[config.mk]
export PLATFORM = sky130hd
export DESIGN_NAME = moog_ladder_lowpass_filter
export DESIGN_NICKNAME = d
export VERILOG_FILES = /design/src/rtl/mlpf_pkg.sv /design/src/rtl/moog_ladder_lowpass_filter.sv
export SDC_FILE = /design/constraint.sdc
export NUM_CORES = 2
export LEC_CHECK = 0
export BUFFER_PORTS_ARGS = -buffer_cell sky130_fd_sc_hd__buf_2
export CORE_ASPECT_RATIO = 0.6
export CORE_UTILIZATION = 39
export DETAILED_ROUTE_END_ITERATION = 8
export GPL_TIMING_DRIVEN = 0
export HOLD_SLACK_MARGIN = 0.1
export RECOVER_POWER = 100
export SLEW_MARGIN = 5
export SYNTH_ARGS = -nofsm -noshare
export SYNTH_HDL_FRONTEND = slang
export SYNTH_SLANG_ARGS = --single-unit
export TNS_END_PERCENT = 10
[constraint.sdc]
create_clock -name clk -period 9.8 [get_ports clk]
set_clock_uncertainty 0.15 [all_clocks]
set_input_delay 0.49 -clock clk [delete_from_list [all_inputs] [get_ports clk]]
set_output_delay 0.49 -clock clk [all_outputs]
set_load 0.05 [all_outputs]
[src/rtl/mlpf_pkg.sv]
package mlpf_pkg;

    // Default configuration
    localparam int SAMPLE_BITS_DEF = 16;
    localparam int STATE_BITS_DEF  = 32;

    // Fixed-point format: state and coefficients carry 24 fraction bits
    localparam int FRAC     = 24;
    localparam int HALF_LSB = 1 << (FRAC - 1);

    // Coefficient operand width of the shared multiplier
    localparam int C_W = 28;

    localparam logic signed [C_W-1:0] ONE_Q   = C_W'(16777216);
    localparam logic signed [C_W-1:0] K_0P8   = C_W'(13421773);
    localparam logic signed [C_W-1:0] K_5P6   = C_W'(93952410);
    localparam logic signed [C_W-1:0] K_0P5   = C_W'(8388608);
    localparam logic signed [C_W-1:0] K_SIXTH = C_W'(2796208);
    localparam logic signed [C_W-1:0] K_BMAX  = C_W'(23726565);

    // Input clamps
    localparam logic [15:0] CUT_MAX = 16'd65470;
    localparam logic [16:0] RES_MAX = 17'd65536;

    // Sequencer steps: one product per step, then output formatting
    typedef enum logic [4:0] {
        ST_IDLE,
        ST_T0,
        ST_P,
        ST_T1,
        ST_INNER,
        ST_T2,
        ST_T3,
        ST_QQ,
        ST_FB,
        ST_A1,
        ST_N1,
        ST_A2,
        ST_N2,
        ST_A3,
        ST_N3,
        ST_A4,
        ST_N4,
        ST_C1,
        ST_C2,
        ST_C3,
        ST_DIFF,
        ST_SCALE,
        ST_EMIT
    } step_t;

    // Phases of one rounded product on the shared multiplier
    typedef enum logic [1:0] {
        PH_LOAD,
        PH_LO,
        PH_HI,
        PH_DONE
    } phase_t;

endpackage

[src/rtl/moog_ladder_lowpass_filter.sv]
// Four-pole resonant ladder lowpass. Each item carries one Q1.15 sample with
// its cutoff (Q0.16, clamped to 0.999) and resonance (Q0.16, 65536 = one).
// The block derives p, f and q, subtracts the resonance feedback, runs four
// one-pole stages, clamps the fourth to +-sqrt(2) and soft-clips it with
// y - y^3/6, then returns lowpass, highpass and bandpass, each saturated to
// the sample width. All products go through a single 25x28 multiplier: each
// of the 19 rounded products passes through operand load, low half, high
// half and accumulate, and the DIFF, SCALE and EMIT steps then form the
// outputs. in_stall is high while an item is in work; a finished result
// waits in the output register and the next item is accepted, but that item
// waits in its EMIT step while the earlier result is still stalled.
module moog_ladder_lowpass_filter #(
    parameter int SAMPLE_BITS = mlpf_pkg::SAMPLE_BITS_DEF,
    parameter int STATE_BITS  = mlpf_pkg::STATE_BITS_DEF
) (
    input  logic                          clk,
    input  logic                          rst_n,
    input  logic                          in_valid,
    output logic                          in_stall,
    input  logic signed [SAMPLE_BITS-1:0] sample_in,
    input  logic        [15:0]            cutoff,
    input  logic        [16:0]            resonance,
    output logic                          out_valid,
    input  logic                          out_stall,
    output logic signed [SAMPLE_BITS-1:0] lowpass,
    output logic signed [SAMPLE_BITS-1:0] highpass,
    output logic signed [SAMPLE_BITS-1:0] bandpass
);
    import mlpf_pkg::*;

    // Working widths
    localparam int WW      = STATE_BITS + 4;
    localparam int MUL_A_W = (WW - FRAC > FRAC + 1) ? WW - FRAC : FRAC + 1;
    localparam int PW      = MUL_A_W + C_W;
    localparam int RW      = PW + 1;
    localparam int TW      = (WW + 1 > 48) ? WW + 1 : 48;

    // Sample <-> state alignment
    localparam int SH      = FRAC - (SAMPLE_BITS - 1);
    localparam int SH_L    = (SH > 0) ? SH : 0;
    localparam int SH_R    = (SH < 0) ? -SH : 0;
    localparam int RND_IN  = (SH_R > 0) ? (1 << (SH_R - 1)) : 0;
    localparam int RND_OUT = (SH_L > 0) ? (1 << (SH_L - 1)) : 0;

    localparam logic signed [RW-1:0] ST_MAX_R =
        {{(RW - STATE_BITS + 1){1'b0}}, {(STATE_BITS - 1){1'b1}}};
    localparam logic signed [RW-1:0] ST_MIN_R =
        {{(RW - STATE_BITS + 1){1'b1}}, {(STATE_BITS - 1){1'b0}}};
    localparam logic signed [TW-1:0] S40_MAX = {{(TW - 39){1'b0}}, {39{1'b1}}};
    localparam logic signed [TW-1:0] S40_MIN = {{(TW - 39){1'b1}}, {39{1'b0}}};
    localparam logic signed [TW-1:0] SMP_MAX =
        {{(TW - SAMPLE_BITS + 1){1'b0}}, {(SAMPLE_BITS - 1){1'b1}}};
    localparam logic signed [TW-1:0] SMP_MIN =
        {{(TW - SAMPLE_BITS + 1){1'b1}}, {(SAMPLE_BITS - 1){1'b0}}};

    // Sample to state format
    function automatic logic signed [WW-1:0] from_sample(
        input logic signed [SAMPLE_BITS-1:0] s
    );
        logic signed [SAMPLE_BITS:0] r;
        r = (SAMPLE_BITS + 1)'(s) + (SAMPLE_BITS + 1)'(RND_IN);
        if (SH_R == 0)
        begin
            return WW'(s) <<< SH_L;
        end
        return WW'(r >>> SH_R);
    endfunction

    // State to sample format, rounded and saturated
    function automatic logic [SAMPLE_BITS-1:0] to_sample(
        input logic signed [WW-1:0] v
    );
        logic signed [TW-1:0] r;
        logic signed [TW-1:0] w;
        w = TW'(v);
        if (SH_L > 0)
        begin
            r = (w + TW'(RND_OUT)) >>> SH_L;
        end
        else if (SH_R == 0)
        begin
            r = w;
        end
        else
        begin
            if (w > S40_MAX)
            begin
                w = S40_MAX;
            end
            else if (w < S40_MIN)
            begin
                w = S40_MIN;
            end
            r = w <<< SH_R;
        end
        if (r > SMP_MAX)
        begin
            r = SMP_MAX;
        end
        else if (r < SMP_MIN)
        begin
            r = SMP_MIN;
        end
        return r[SAMPLE_BITS-1:0];
    endfunction

    // Saturate to the state range
    function automatic logic signed [STATE_BITS-1:0] sat_state(
        input logic signed [RW-1:0] v
    );
        if (v > ST_MAX_R)
        begin
            return ST_MAX_R[STATE_BITS-1:0];
        end
        if (v < ST_MIN_R)
        begin
            return ST_MIN_R[STATE_BITS-1:0];
        end
        return v[STATE_BITS-1:0];
    endfunction

    // Control
    step_t  step_reg, step_next;
    phase_t phase_reg, phase_next;
    logic   out_valid_reg, out_valid_next;
    logic   out_free;
    logic   is_mul;

    // Latched item
    logic signed [SAMPLE_BITS-1:0] samp_reg;
    logic        [15:0]            cut_reg;
    logic        [16:0]            res_reg;

    // Coefficients and temporaries
    logic signed [C_W-1:0] p_reg;
    logic signed [C_W-1:0] inner_reg;
    logic signed [C_W-1:0] qq_reg;
    logic signed [WW-1:0]  t_reg;

    // New state values of this item
    logic signed [STATE_BITS-1:0] x_reg, n1_reg, n2_reg, n3_reg;
    logic signed [WW-1:0]         n4_reg;

    // Filter state
    logic signed [STATE_BITS-1:0] prev_reg, s1_reg, s2_reg, s3_reg;
    logic signed [WW-1:0]         s4_reg;

    // Output formatting
    logic signed [WW-1:0] hp_reg, bp_reg;
    logic [SAMPLE_BITS-1:0] lp_out_reg, hp_out_reg, bp_out_reg;

    // Shared multiplier datapath
    logic signed [WW-1:0]      a_reg, a_sel;
    logic signed [C_W-1:0]     c_reg, c_sel;
    logic signed [RW-1:0]      base_sel;
    logic                      sub_sel;
    logic signed [MUL_A_W-1:0] mul_a;
    logic signed [PW-1:0]      mul_res;
    logic signed [PW-1:0]      prod_reg;
    logic signed [PW-1:0]      frac_w;
    logic signed [RW-1:0]      acc_reg;
    logic signed [RW-1:0]      res_w;

    // Derived coefficients
    logic signed [WW-1:0]  fr_w;
    logic signed [C_W-1:0] q1_w;
    logic signed [C_W-1:0] f_w;

    assign fr_w = WW'($signed({1'b0, cut_reg, {(FRAC - 16){1'b0}}}));
    assign q1_w = ONE_Q - C_W'(fr_w);
    assign f_w  = (p_reg <<< 1) - ONE_Q;

    assign out_free = !out_valid_reg || !out_stall;
    assign is_mul   = (step_reg != ST_IDLE) && (step_reg != ST_DIFF) &&
                      (step_reg != ST_SCALE) && (step_reg != ST_EMIT);

    // Next state
    always_comb
    begin
        step_next  = step_reg;
        phase_next = phase_reg;
        if (is_mul)
        begin
            unique case (phase_reg)
                PH_LOAD: phase_next = PH_LO;
                PH_LO:   phase_next = PH_HI;
                PH_HI:   phase_next = PH_DONE;
                PH_DONE: phase_next = PH_LOAD;
                default: phase_next = PH_LOAD;
            endcase
        end
        unique case (step_reg)
            ST_IDLE:
            begin
                phase_next = PH_LOAD;
                if (in_valid)
                begin
                    step_next = ST_T0;
                end
            end
            ST_DIFF:  step_next = ST_SCALE;
            ST_SCALE: step_next = ST_EMIT;
            ST_EMIT:
            begin
                if (out_free)
                begin
                    step_next = ST_IDLE;
                end
            end
            default:
            begin
                if (phase_reg == PH_DONE)
                begin
                    step_next = step_t'(step_reg + 5'd1);
                end
            end
        endcase
    end

    // Outputs of the sequencer: operand, base and sign selection
    always_comb
    begin
        in_stall = (step_reg != ST_IDLE);
        a_sel    = t_reg;
        c_sel    = p_reg;
        base_sel = '0;
        sub_sel  = 1'b0;
        unique case (step_reg)
            ST_T0:
            begin
                a_sel = fr_w;
                c_sel = K_0P8;
            end
            ST_P:
            begin
                c_sel    = q1_w;
                base_sel = RW'(fr_w);
            end
            ST_T1:
            begin
                a_sel = WW'(q1_w);
                c_sel = K_5P6;
            end
            ST_INNER:
            begin
                c_sel    = q1_w;
                base_sel = RW'(fr_w);
            end
            ST_T2:
            begin
                a_sel = WW'(q1_w);
                c_sel = K_0P5;
            end
            ST_T3:
            begin
                c_sel    = inner_reg;
                base_sel = RW'(ONE_Q);
            end
            ST_QQ:
            begin
                a_sel = WW'($signed({1'b0, res_reg, {(FRAC - 16){1'b0}}}));
                c_sel = t_reg[C_W-1:0];
            end
            ST_FB:
            begin
                a_sel    = s4_reg;
                c_sel    = qq_reg;
                base_sel = RW'(from_sample(samp_reg));
                sub_sel  = 1'b1;
            end
            ST_A1: a_sel = WW'(x_reg) + WW'(prev_reg);
            ST_A2: a_sel = WW'(n1_reg) + WW'(s1_reg);
            ST_A3: a_sel = WW'(n2_reg) + WW'(s2_reg);
            ST_A4: a_sel = WW'(n3_reg) + WW'(s3_reg);
            ST_N1, ST_N2, ST_N3, ST_N4:
            begin
                unique case (step_reg)
                    ST_N1:   a_sel = WW'(s1_reg);
                    ST_N2:   a_sel = WW'(s2_reg);
                    ST_N3:   a_sel = WW'(s3_reg);
                    default: a_sel = s4_reg;
                endcase
                c_sel    = f_w;
                base_sel = RW'(t_reg);
                sub_sel  = 1'b1;
            end
            ST_C1:
            begin
                a_sel = n4_reg;
                c_sel = n4_reg[C_W-1:0];
            end
            ST_C2: c_sel = n4_reg[C_W-1:0];
            ST_C3:
            begin
                c_sel    = K_SIXTH;
                base_sel = RW'(n4_reg);
                sub_sel  = 1'b1;
            end
            default:
            begin
                a_sel = t_reg;
            end
        endcase
    end

    // Shared multiplier: low 24 bits of a first, then the high part
    assign mul_a   = (phase_reg == PH_LO) ?
                     MUL_A_W'($signed({1'b0, a_reg[FRAC-1:0]})) :
                     MUL_A_W'($signed(a_reg[WW-1:FRAC]));
    assign mul_res = mul_a * c_reg;
    assign frac_w  = (prod_reg + PW'(HALF_LSB)) >>> FRAC;
    assign res_w   = sub_sel ? (acc_reg - RW'(prod_reg)) : (acc_reg + RW'(prod_reg));

    // Control registers
    always_ff @(posedge clk or negedge rst_n)
    begin
        if (!rst_n)
        begin
            step_reg      <= ST_IDLE;
            phase_reg     <= PH_LOAD;
            out_valid_reg <= 1'b0;
        end
        else
        begin
            step_reg      <= step_next;
            phase_reg     <= phase_next;
            out_valid_reg <= out_valid_next;
        end
    end

    // Output handshake
    always_comb
    begin
        out_valid_next = out_valid_reg;
        if (step_reg == ST_EMIT && out_free)
        begin
            out_valid_next = 1'b1;
        end
        else if (!out_stall)
        begin
            out_valid_next = 1'b0;
        end
    end

    // Filter state, committed once the item's new values are complete
    always_ff @(posedge clk or negedge rst_n)
    begin
        if (!rst_n)
        begin
            prev_reg <= '0;
            s1_reg   <= '0;
            s2_reg   <= '0;
            s3_reg   <= '0;
            s4_reg   <= '0;
        end
        else if (step_reg == ST_DIFF)
        begin
            prev_reg <= x_reg;
            s1_reg   <= n1_reg;
            s2_reg   <= n2_reg;
            s3_reg   <= n3_reg;
            s4_reg   <= n4_reg;
        end
    end

    // Datapath registers
    always_ff @(posedge clk)
    begin
        // Latch and clamp the item
        if (step_reg == ST_IDLE && in_valid)
        begin
            samp_reg <= sample_in;
            cut_reg  <= (cutoff > CUT_MAX) ? CUT_MAX : cutoff;
            res_reg  <= (resonance > RES_MAX) ? RES_MAX : resonance;
        end

        // Rounded product: load, low half, high half, accumulate
        if (is_mul)
        begin
            unique case (phase_reg)
                PH_LOAD:
                begin
                    a_reg <= a_sel;
                    c_reg <= c_sel;
                end
                PH_LO:
                begin
                    prod_reg <= mul_res;
                end
                PH_HI:
                begin
                    acc_reg  <= sub_sel ? (base_sel - RW'(frac_w)) :
                                          (base_sel + RW'(frac_w));
                    prod_reg <= mul_res;
                end
                PH_DONE:
                begin
                    unique case (step_reg)
                        ST_P:     p_reg     <= res_w[C_W-1:0];
                        ST_INNER: inner_reg <= res_w[C_W-1:0];
                        ST_QQ:    qq_reg    <= res_w[C_W-1:0];
                        ST_FB:    x_reg     <= sat_state(res_w);
                        ST_N1:    n1_reg    <= sat_state(res_w);
                        ST_N2:    n2_reg    <= sat_state(res_w);
                        ST_N3:    n3_reg    <= sat_state(res_w);
                        ST_N4:
                        begin
                            // fourth stage clamped to +-sqrt(2)
                            if (res_w > RW'(K_BMAX))
                            begin
                                n4_reg <= WW'(K_BMAX);
                            end
                            else if (res_w < -RW'(K_BMAX))
                            begin
                                n4_reg <= -WW'(K_BMAX);
                            end
                            else
                            begin
                                n4_reg <= res_w[WW-1:0];
                            end
                        end
                        ST_C3:    n4_reg    <= res_w[WW-1:0];
                        default:  t_reg     <= res_w[WW-1:0];
                    endcase
                end
                default:
                begin
                    a_reg <= a_sel;
                end
            endcase
        end

        // Output formatting
        if (step_reg == ST_DIFF)
        begin
            hp_reg <= WW'(x_reg) - n4_reg;
            bp_reg <= WW'(n3_reg) - n4_reg;
        end
        if (step_reg == ST_SCALE)
        begin
            bp_reg <= bp_reg + (bp_reg <<< 1);
        end
        if (step_reg == ST_EMIT && out_free)
        begin
            lp_out_reg <= to_sample(n4_reg);
            hp_out_reg <= to_sample(hp_reg);
            bp_out_reg <= to_sample(bp_reg);
        end
    end

    assign out_valid = out_valid_reg;
    assign lowpass   = $signed(lp_out_reg);
    assign highpass  = $signed(hp_out_reg);
    assign bandpass  = $signed(bp_out_reg);

endmodule

---- Word level (Yosys, flattened, before mapping) ----
Cells that the tools add are included.
cells by class
  add/sub/neg operators ................... 18
  bitwise logic cells ..................... 1
  $lt $le $gt $ge ......................... 12
  $mul .................................... 1
  reductions and logical operators ........ 35
  multiplexer cells ....................... 70
  equality and inequality tests ........... 31
operator list
  operator                                                      number
  one-hot mux 36 bit (10 select lines)                          1
  2-to-1 mux 32 bit                                             10
  one-hot mux 28 bit (10 select lines)                          1
  one-hot mux 54 bit (5 select lines)                           1
  > comparator 48 x 16 -> 1 bit, second input constant          3
  less-than comparator 48 x 16 -> 1 bit, second input constant  3
  2-to-1 mux 36 bit                                             4
  2-to-1 mux 48 bit                                             3
  adder 32 x 32 -> 33 bit                                       4
  adder 36 x 10 -> 37 bit, second input constant                3
  2-to-1 mux 54 bit                                             2
  one-hot mux 36 bit (3 select lines)                           1
  one-hot mux 36 bit (2 select lines)                           1
  subtractor 32 x 36 -> 36 bit                                  2
  adder 54 x 29 -> 54 bit                                       1
  adder 54 x 53 -> 54 bit                                       1
  > comparator 54 x 26 -> 1 bit, second input constant          1
  > comparator 54 x 32 -> 1 bit, second input constant          1
  less-than comparator 54 x 26 -> 1 bit, second input constant  1
  less-than comparator 54 x 32 -> 1 bit, second input constant  1
  subtractor 54 x 29 -> 54 bit                                  1
  subtractor 54 x 53 -> 54 bit                                  1
  adder 53 x 25 -> 53 bit, second input constant                1
  multiplier 25 x 28 -> 53 bit                                  1
  other kinds (38)                                              119
storage, ports and cells
  word-level logic and storage cells ...... 197
  register bits after elaboration ......... 796
  input port bits ......................... 53

---- Longest topological paths before layout ----
  depth in word-level cells ............... 15
  depth in mapped cells ................... 34
  mapped depth without buffers ............ 32

---- Least setup slack after synthesis ----
No wires, ideal clock.
  path type ............................... register to register
  start point ............................. register phase_reg[1]
  end point ............................... register prod_reg[50], data pin
  data required time ...................... 9.392 ns
  cell stages (with the launch flop) ...... 29
  arrival time ............................ 8.522 ns
  clock period less this slack ............ 8.930 ns
  buffers on the path ..................... 3
  setup slack ............................. 0.870 ns
  cells stage by stage .................... dfrtp_1 -> inv_1 -> ha_1 -> clkbuf_1 -> buf_1 -> mux2i_1 -> clkbuf_1 -> nor2b_1 -> fa_1 -> inv_1 -> fa_1 -> fa_1 -> inv_1 -> fa_1 -> fa_1 -> fa_1 -> inv_1 -> fa_1 -> inv_1 -> ha_1 -> a21o_1 -> a31o_2 -> nor2_1 -> a21oi_1 -> o41ai_1 -> o21ai_0 -> o21a_1 -> nor2_1 -> xnor2_1
on the way
  word-level cells in the longest chain between the ends .. 3
ends and longest elaborated chain
  what                          line                               RTL
  start, declared               moog_ladder_lowpass_filter.sv:124  phase_t phase_reg, phase_next;
  start signal, assigned        moog_ladder_lowpass_filter.sv:326  phase_reg <= phase_next;
  equality test 2 x 1 -> 1 bit  moog_ladder_lowpass_filter.sv:307  assign mul_a = (phase_reg == PH_LO) ?
  2-to-1 mux 25 bit             moog_ladder_lowpass_filter.sv:307
  multiplier 25 x 28 -> 53 bit  moog_ladder_lowpass_filter.sv:310  assign mul_res = mul_a * c_reg;
  net mul_res[50]               moog_ladder_lowpass_filter.sv:158  logic signed [PW-1:0] mul_res;
  end signal, assigned          moog_ladder_lowpass_filter.sv:388  prod_reg <= mul_res;
  end signal, assigned          moog_ladder_lowpass_filter.sv:394  prod_reg <= mul_res;
  end, declared                 moog_ladder_lowpass_filter.sv:159  logic signed [PW-1:0] prod_reg;
The timed path passes the listed nets, and every way through them passes these cells.
A chain may end at the register's enable or synchronous reset.

---- Worst setup path after layout ----
  start point ............................. register step_reg[0]
  end point ............................... register n4_reg[16], data pin
on the way
  word-level cells in the longest chain between the ends .. 8
  elaborated cells on any way between the ends .. 14
  those cells by class .................... order compare (2); eq/ne (6); mux (5); reduce/logical (1)
ends and longest elaborated chain
  what                                                                        line                                                                  RTL
  start, declared                                                             moog_ladder_lowpass_filter.sv:123                                     step_t step_reg, step_next;
  start signal, assigned                                                      moog_ladder_lowpass_filter.sv:325                                     step_reg <= step_next;
  equality test 5 bit / equality test 5 x 4 -> 1 bit (equally long branches)  moog_ladder_lowpass_filter.sv:228, moog_ladder_lowpass_filter.sv:398
  OR reduction 6 bit (no line)                                                -
  2-to-1 mux 1 bit                                                            moog_ladder_lowpass_filter.sv:228                                     unique case (step_reg)
  2-to-1 mux 54 bit                                                           moog_ladder_lowpass_filter.sv:312                                     assign res_w = sub_sel ? (acc_reg - RW'(prod_reg)) : (acc_reg + RW'(prod_reg));
  less-than comparator 54 x 26 -> 1 bit                                       moog_ladder_lowpass_filter.sv:413                                     else if (res_w < -RW'(K_BMAX))
  2-to-1 mux 36 bit                                                           moog_ladder_lowpass_filter.sv:413
  2-to-1 mux 36 bit                                                           moog_ladder_lowpass_filter.sv:409                                     if (res_w > RW'(K_BMAX))
  one-hot mux 36 bit (2 select lines) (*)                                     moog_ladder_lowpass_filter.sv:398                                     unique case (step_reg)
  end signal, assigned                                                        moog_ladder_lowpass_filter.sv:411                                     n4_reg <= WW'(K_BMAX);
  end signal, assigned                                                        moog_ladder_lowpass_filter.sv:415                                     n4_reg <= -WW'(K_BMAX);
  end signal, assigned                                                        moog_ladder_lowpass_filter.sv:419                                     n4_reg <= res_w[WW-1:0];
  end, declared                                                               moog_ladder_lowpass_filter.sv:142                                     logic signed [WW-1:0] n4_reg;
Every way passes the cells marked *; elsewhere a longest branch is shown, timed or not.

==> out/metrics.csv <==
metric;value;unit
status;complete, but fails checks;
violations;DRC, capacitance limit, slew limit, setup timing;
root_buffer;clkbuf_16;
layout.nets;9844;
worst_slack;-0.118;ns
cp_cell_sequence;ha_1 -> nand2b_1 -> nor2_2 -> buf_8 -> or3_1 -> clkbuf_1 -> clkdlybuf4s15_1 -> nor2_1 -> xnor2_1 -> ha_1 -> o21ai_0 -> a21oi_1 -> o21ai_1 -> a21oi_1 -> o311ai_0 -> a211oi_1 -> o41ai_1 -> o311a_1 -> o21ai_1 -> nand2b_1 -> buf_4 -> buf_4 -> a21oi_2;
syn_nets;9555;
overflow;0;
r2r_cells;23;
fillCellCount;19200;
holdCritPathClass;in -> reg;
ios;103;
grt_pass1_vias;61500;
cts.path.max_buffers;3;
synthCells;8263;
fp.dieH;347;microns
crit_path_start_kind;flop;
synth_top_cell_by_area;edfxtp_1;
cp_top_family;compound AO/OA/AOI/OAI gates;
start_util;39.4;%
cts_tree;built;
avgSynthCellArea;9.39;sq um
cp-endpoint;n4_reg[16];
place_congestion;1.03;
worstMarginPinSlew;5.49;ns
ys_top_cells_by_count;1165 x nand2_1, 930 x inv_1, 735 x fa_1;
period_share;101;%
grt.total_usage;33.1;%
fmax;101;MHz
synthMostInstantiatedCell;nand2_1;
worst_ep_required_time;10.08;ns
critPathLaunch;step_reg[0];
yosysWarnings;0;
async_reset_ff_share;21.8;%
fp.coreArea;197000;sq um
io_buffers;102;
ff2ff_setup_slack;-0.12;ns
seq_area_frac_synth;29.4;%
die_w;578;microns
drt-total-wl;337;mm
synth_top_area_share;23.8;%
critPathCaptureType;flop;
synth_ff_type;edfxtp_1;
drt_iter0_drc;10800;
synth_area;77600;sq um
crit_type;reg -> reg;
drv_slew;252;
cts_sinks;788;
antenna_found_initial;38;
largest_reg_flops;54;
grt_first_pass_wirelength;470;mm
cts_max_level;3;
ff_latch_area;22800;sq um
arrival;10.20;ns
rows;126;
max_cap_violations;13;
crit_buf_inv;5;
worst_r2r_endpoint;n4_reg[16];
critPathMaxFanout;10;
synthTopCellsByArea;edfxtp_1 24%, fa_1 19%, ha_1 8.1%;
cts_buffers;82;
finalHoldViolCount;0;
multi_input_area;50200;sq um
synthToLayoutAreaGrowth;10.5;%
max_slew_margin;-266;%
dp.final_hpwl;282;mm
ys_seq_elements;788;
drc;4;
path_clk_slew;0.07;ns
r2r-start;step_reg[0];
hold_slack;0.310;ns
ys_types;89;
critPathMaxStageDelay;0.77;ns
setup_viol;1;
via_count;67600;
insertion_delay;0.71;ns
min_period;9.92;ns
slowest_stage;clkdlybuf4s15_1;
drtPass1Iterations;9;
worst-path-stages;23;
drtAntennaViolNets;0;
grt_max_degree;93;
avgRoutedWirePerCell;29.9;microns
drive_above_1_share;5.34;%
dieArea;201000;sq um
vias_per_cell;6.01;
rsz0062_at_grt;true;
synth_enable_flop_cells;616;
[stage by stage]
stage,setup slack [ns],instances,utilization (%),instance area (sq um),setup TNS (ns)
6_report,-0.118,11300,43.5,85800,-0.118
3_5_place_dp,-2.25,11000,41.6,82000,-124.12
2_1_floorplan,0.870,8263,-,77600,0
5_1_grt,-0.104,11200,43.5,85700,-1.43
3_3_place_gp,-4.01,11000,41.3,81400,-207.53
4_1_cts,-0.0661,11200,43.4,85500,-0.0661
[layout by cell type (no fill, tap or decap), types with 76 or more instances in the layout]
master	count
inv_1	929
ha_1	502
dfrtp_1	172
and2_1	270
clkbuf_1	343
nand4_1	79
nand2b_1	92
clkbuf_16	84
nand3_1	142
xor2_1	204
a21o_1	163
a22oi_1	76
nand2_1	1152
nor3_1	98
edfxtp_1	616
fa_1	733
nor2b_1	159
nor2_1	424
o21ai_0	353
a21oi_1	437
xnor2_1	292
[per-layer routing]
metal / GRT usage, % / share of wire, %
met1: 55.3 / 48
met2: 36.5 / 33
met3: 15.3 / 17
met4: 4.33 / 1.3
met5: 0.383 / 0.13
[layout make-up]
cell class | instances | share of cell area, %
multi-input combinational | 6187 | 58.6
clock buffer | 99 | 2.56
clock inverter | 54 | 0.686
antenna | 8 | 0.0233
inverter | 930 | 4.08
sequential | 788 | 26.6
buffer | 353 | 1.80
tap | 2624 | 3.83
timing repair buffer | 210 | 1.87
[repair_timing]
action / CTS / global route
pin swaps: 0 / 4
hold endpoints to repair: 130 / 0
gates resized for setup: 71 / 82
gates cloned: 0 / 1
buffers inserted: 1 / 10
hold buffers: 54 / 0
setup endpoints to repair: 189 / 169
[how the worst min path moves through the flow]
stage	cells after the start	slack, ns	from	endpoint
floorplan	0	0.04	rst_n	out_valid
global placement	2	0.31	n2_reg[7]	s2_reg[7]
detailed placement	2	0.31	n1_reg[19]	s1_reg[19]
CTS	4	0.28	in_valid	step_reg[1]
global route	4	0.33	in_valid	step_reg[1]
finish	4	0.31	in_valid	step_reg[1]
[worst reg2reg max path, stage by stage (launching register included)]
cell and delay (ns):
dfrtp_1 0.44, ha_1 0.42, nand2b_1 0.49, nor2_2 0.41
buf_8 0.25, or3_1 0.52, clkbuf_1 0.50, clkdlybuf4s15_1 0.77
nor2_1 0.14, xnor2_1 0.16, ha_1 0.33, o21ai_0 0.20
a21oi_1 0.16, o21ai_1 0.69, a21oi_1 0.43, o311ai_0 0.71
a211oi_1 0.23, o41ai_1 0.62, o311a_1 0.67, o21ai_1 0.26
nand2b_1 0.21, buf_4 0.22, buf_4 0.24, a21oi_2 0.45
[kinds of logic after synthesis]
| family | synth area share (%) |
|---|---|
| adder cells (fa/ha/maj) | 27.1 |
| XOR/XNOR | 5.61 |
| flip-flops | 29.4 |
| buffers and inverters | 6.38 |
| AO/OA/AOI/OAI | 14.6 |
| AND/OR/NAND/NOR | 16.6 |
| multiplexers | 0.300 |
Power is not shown: default switching activity piles up to over one toggle a cycle in this logic, so the estimate is an artifact.
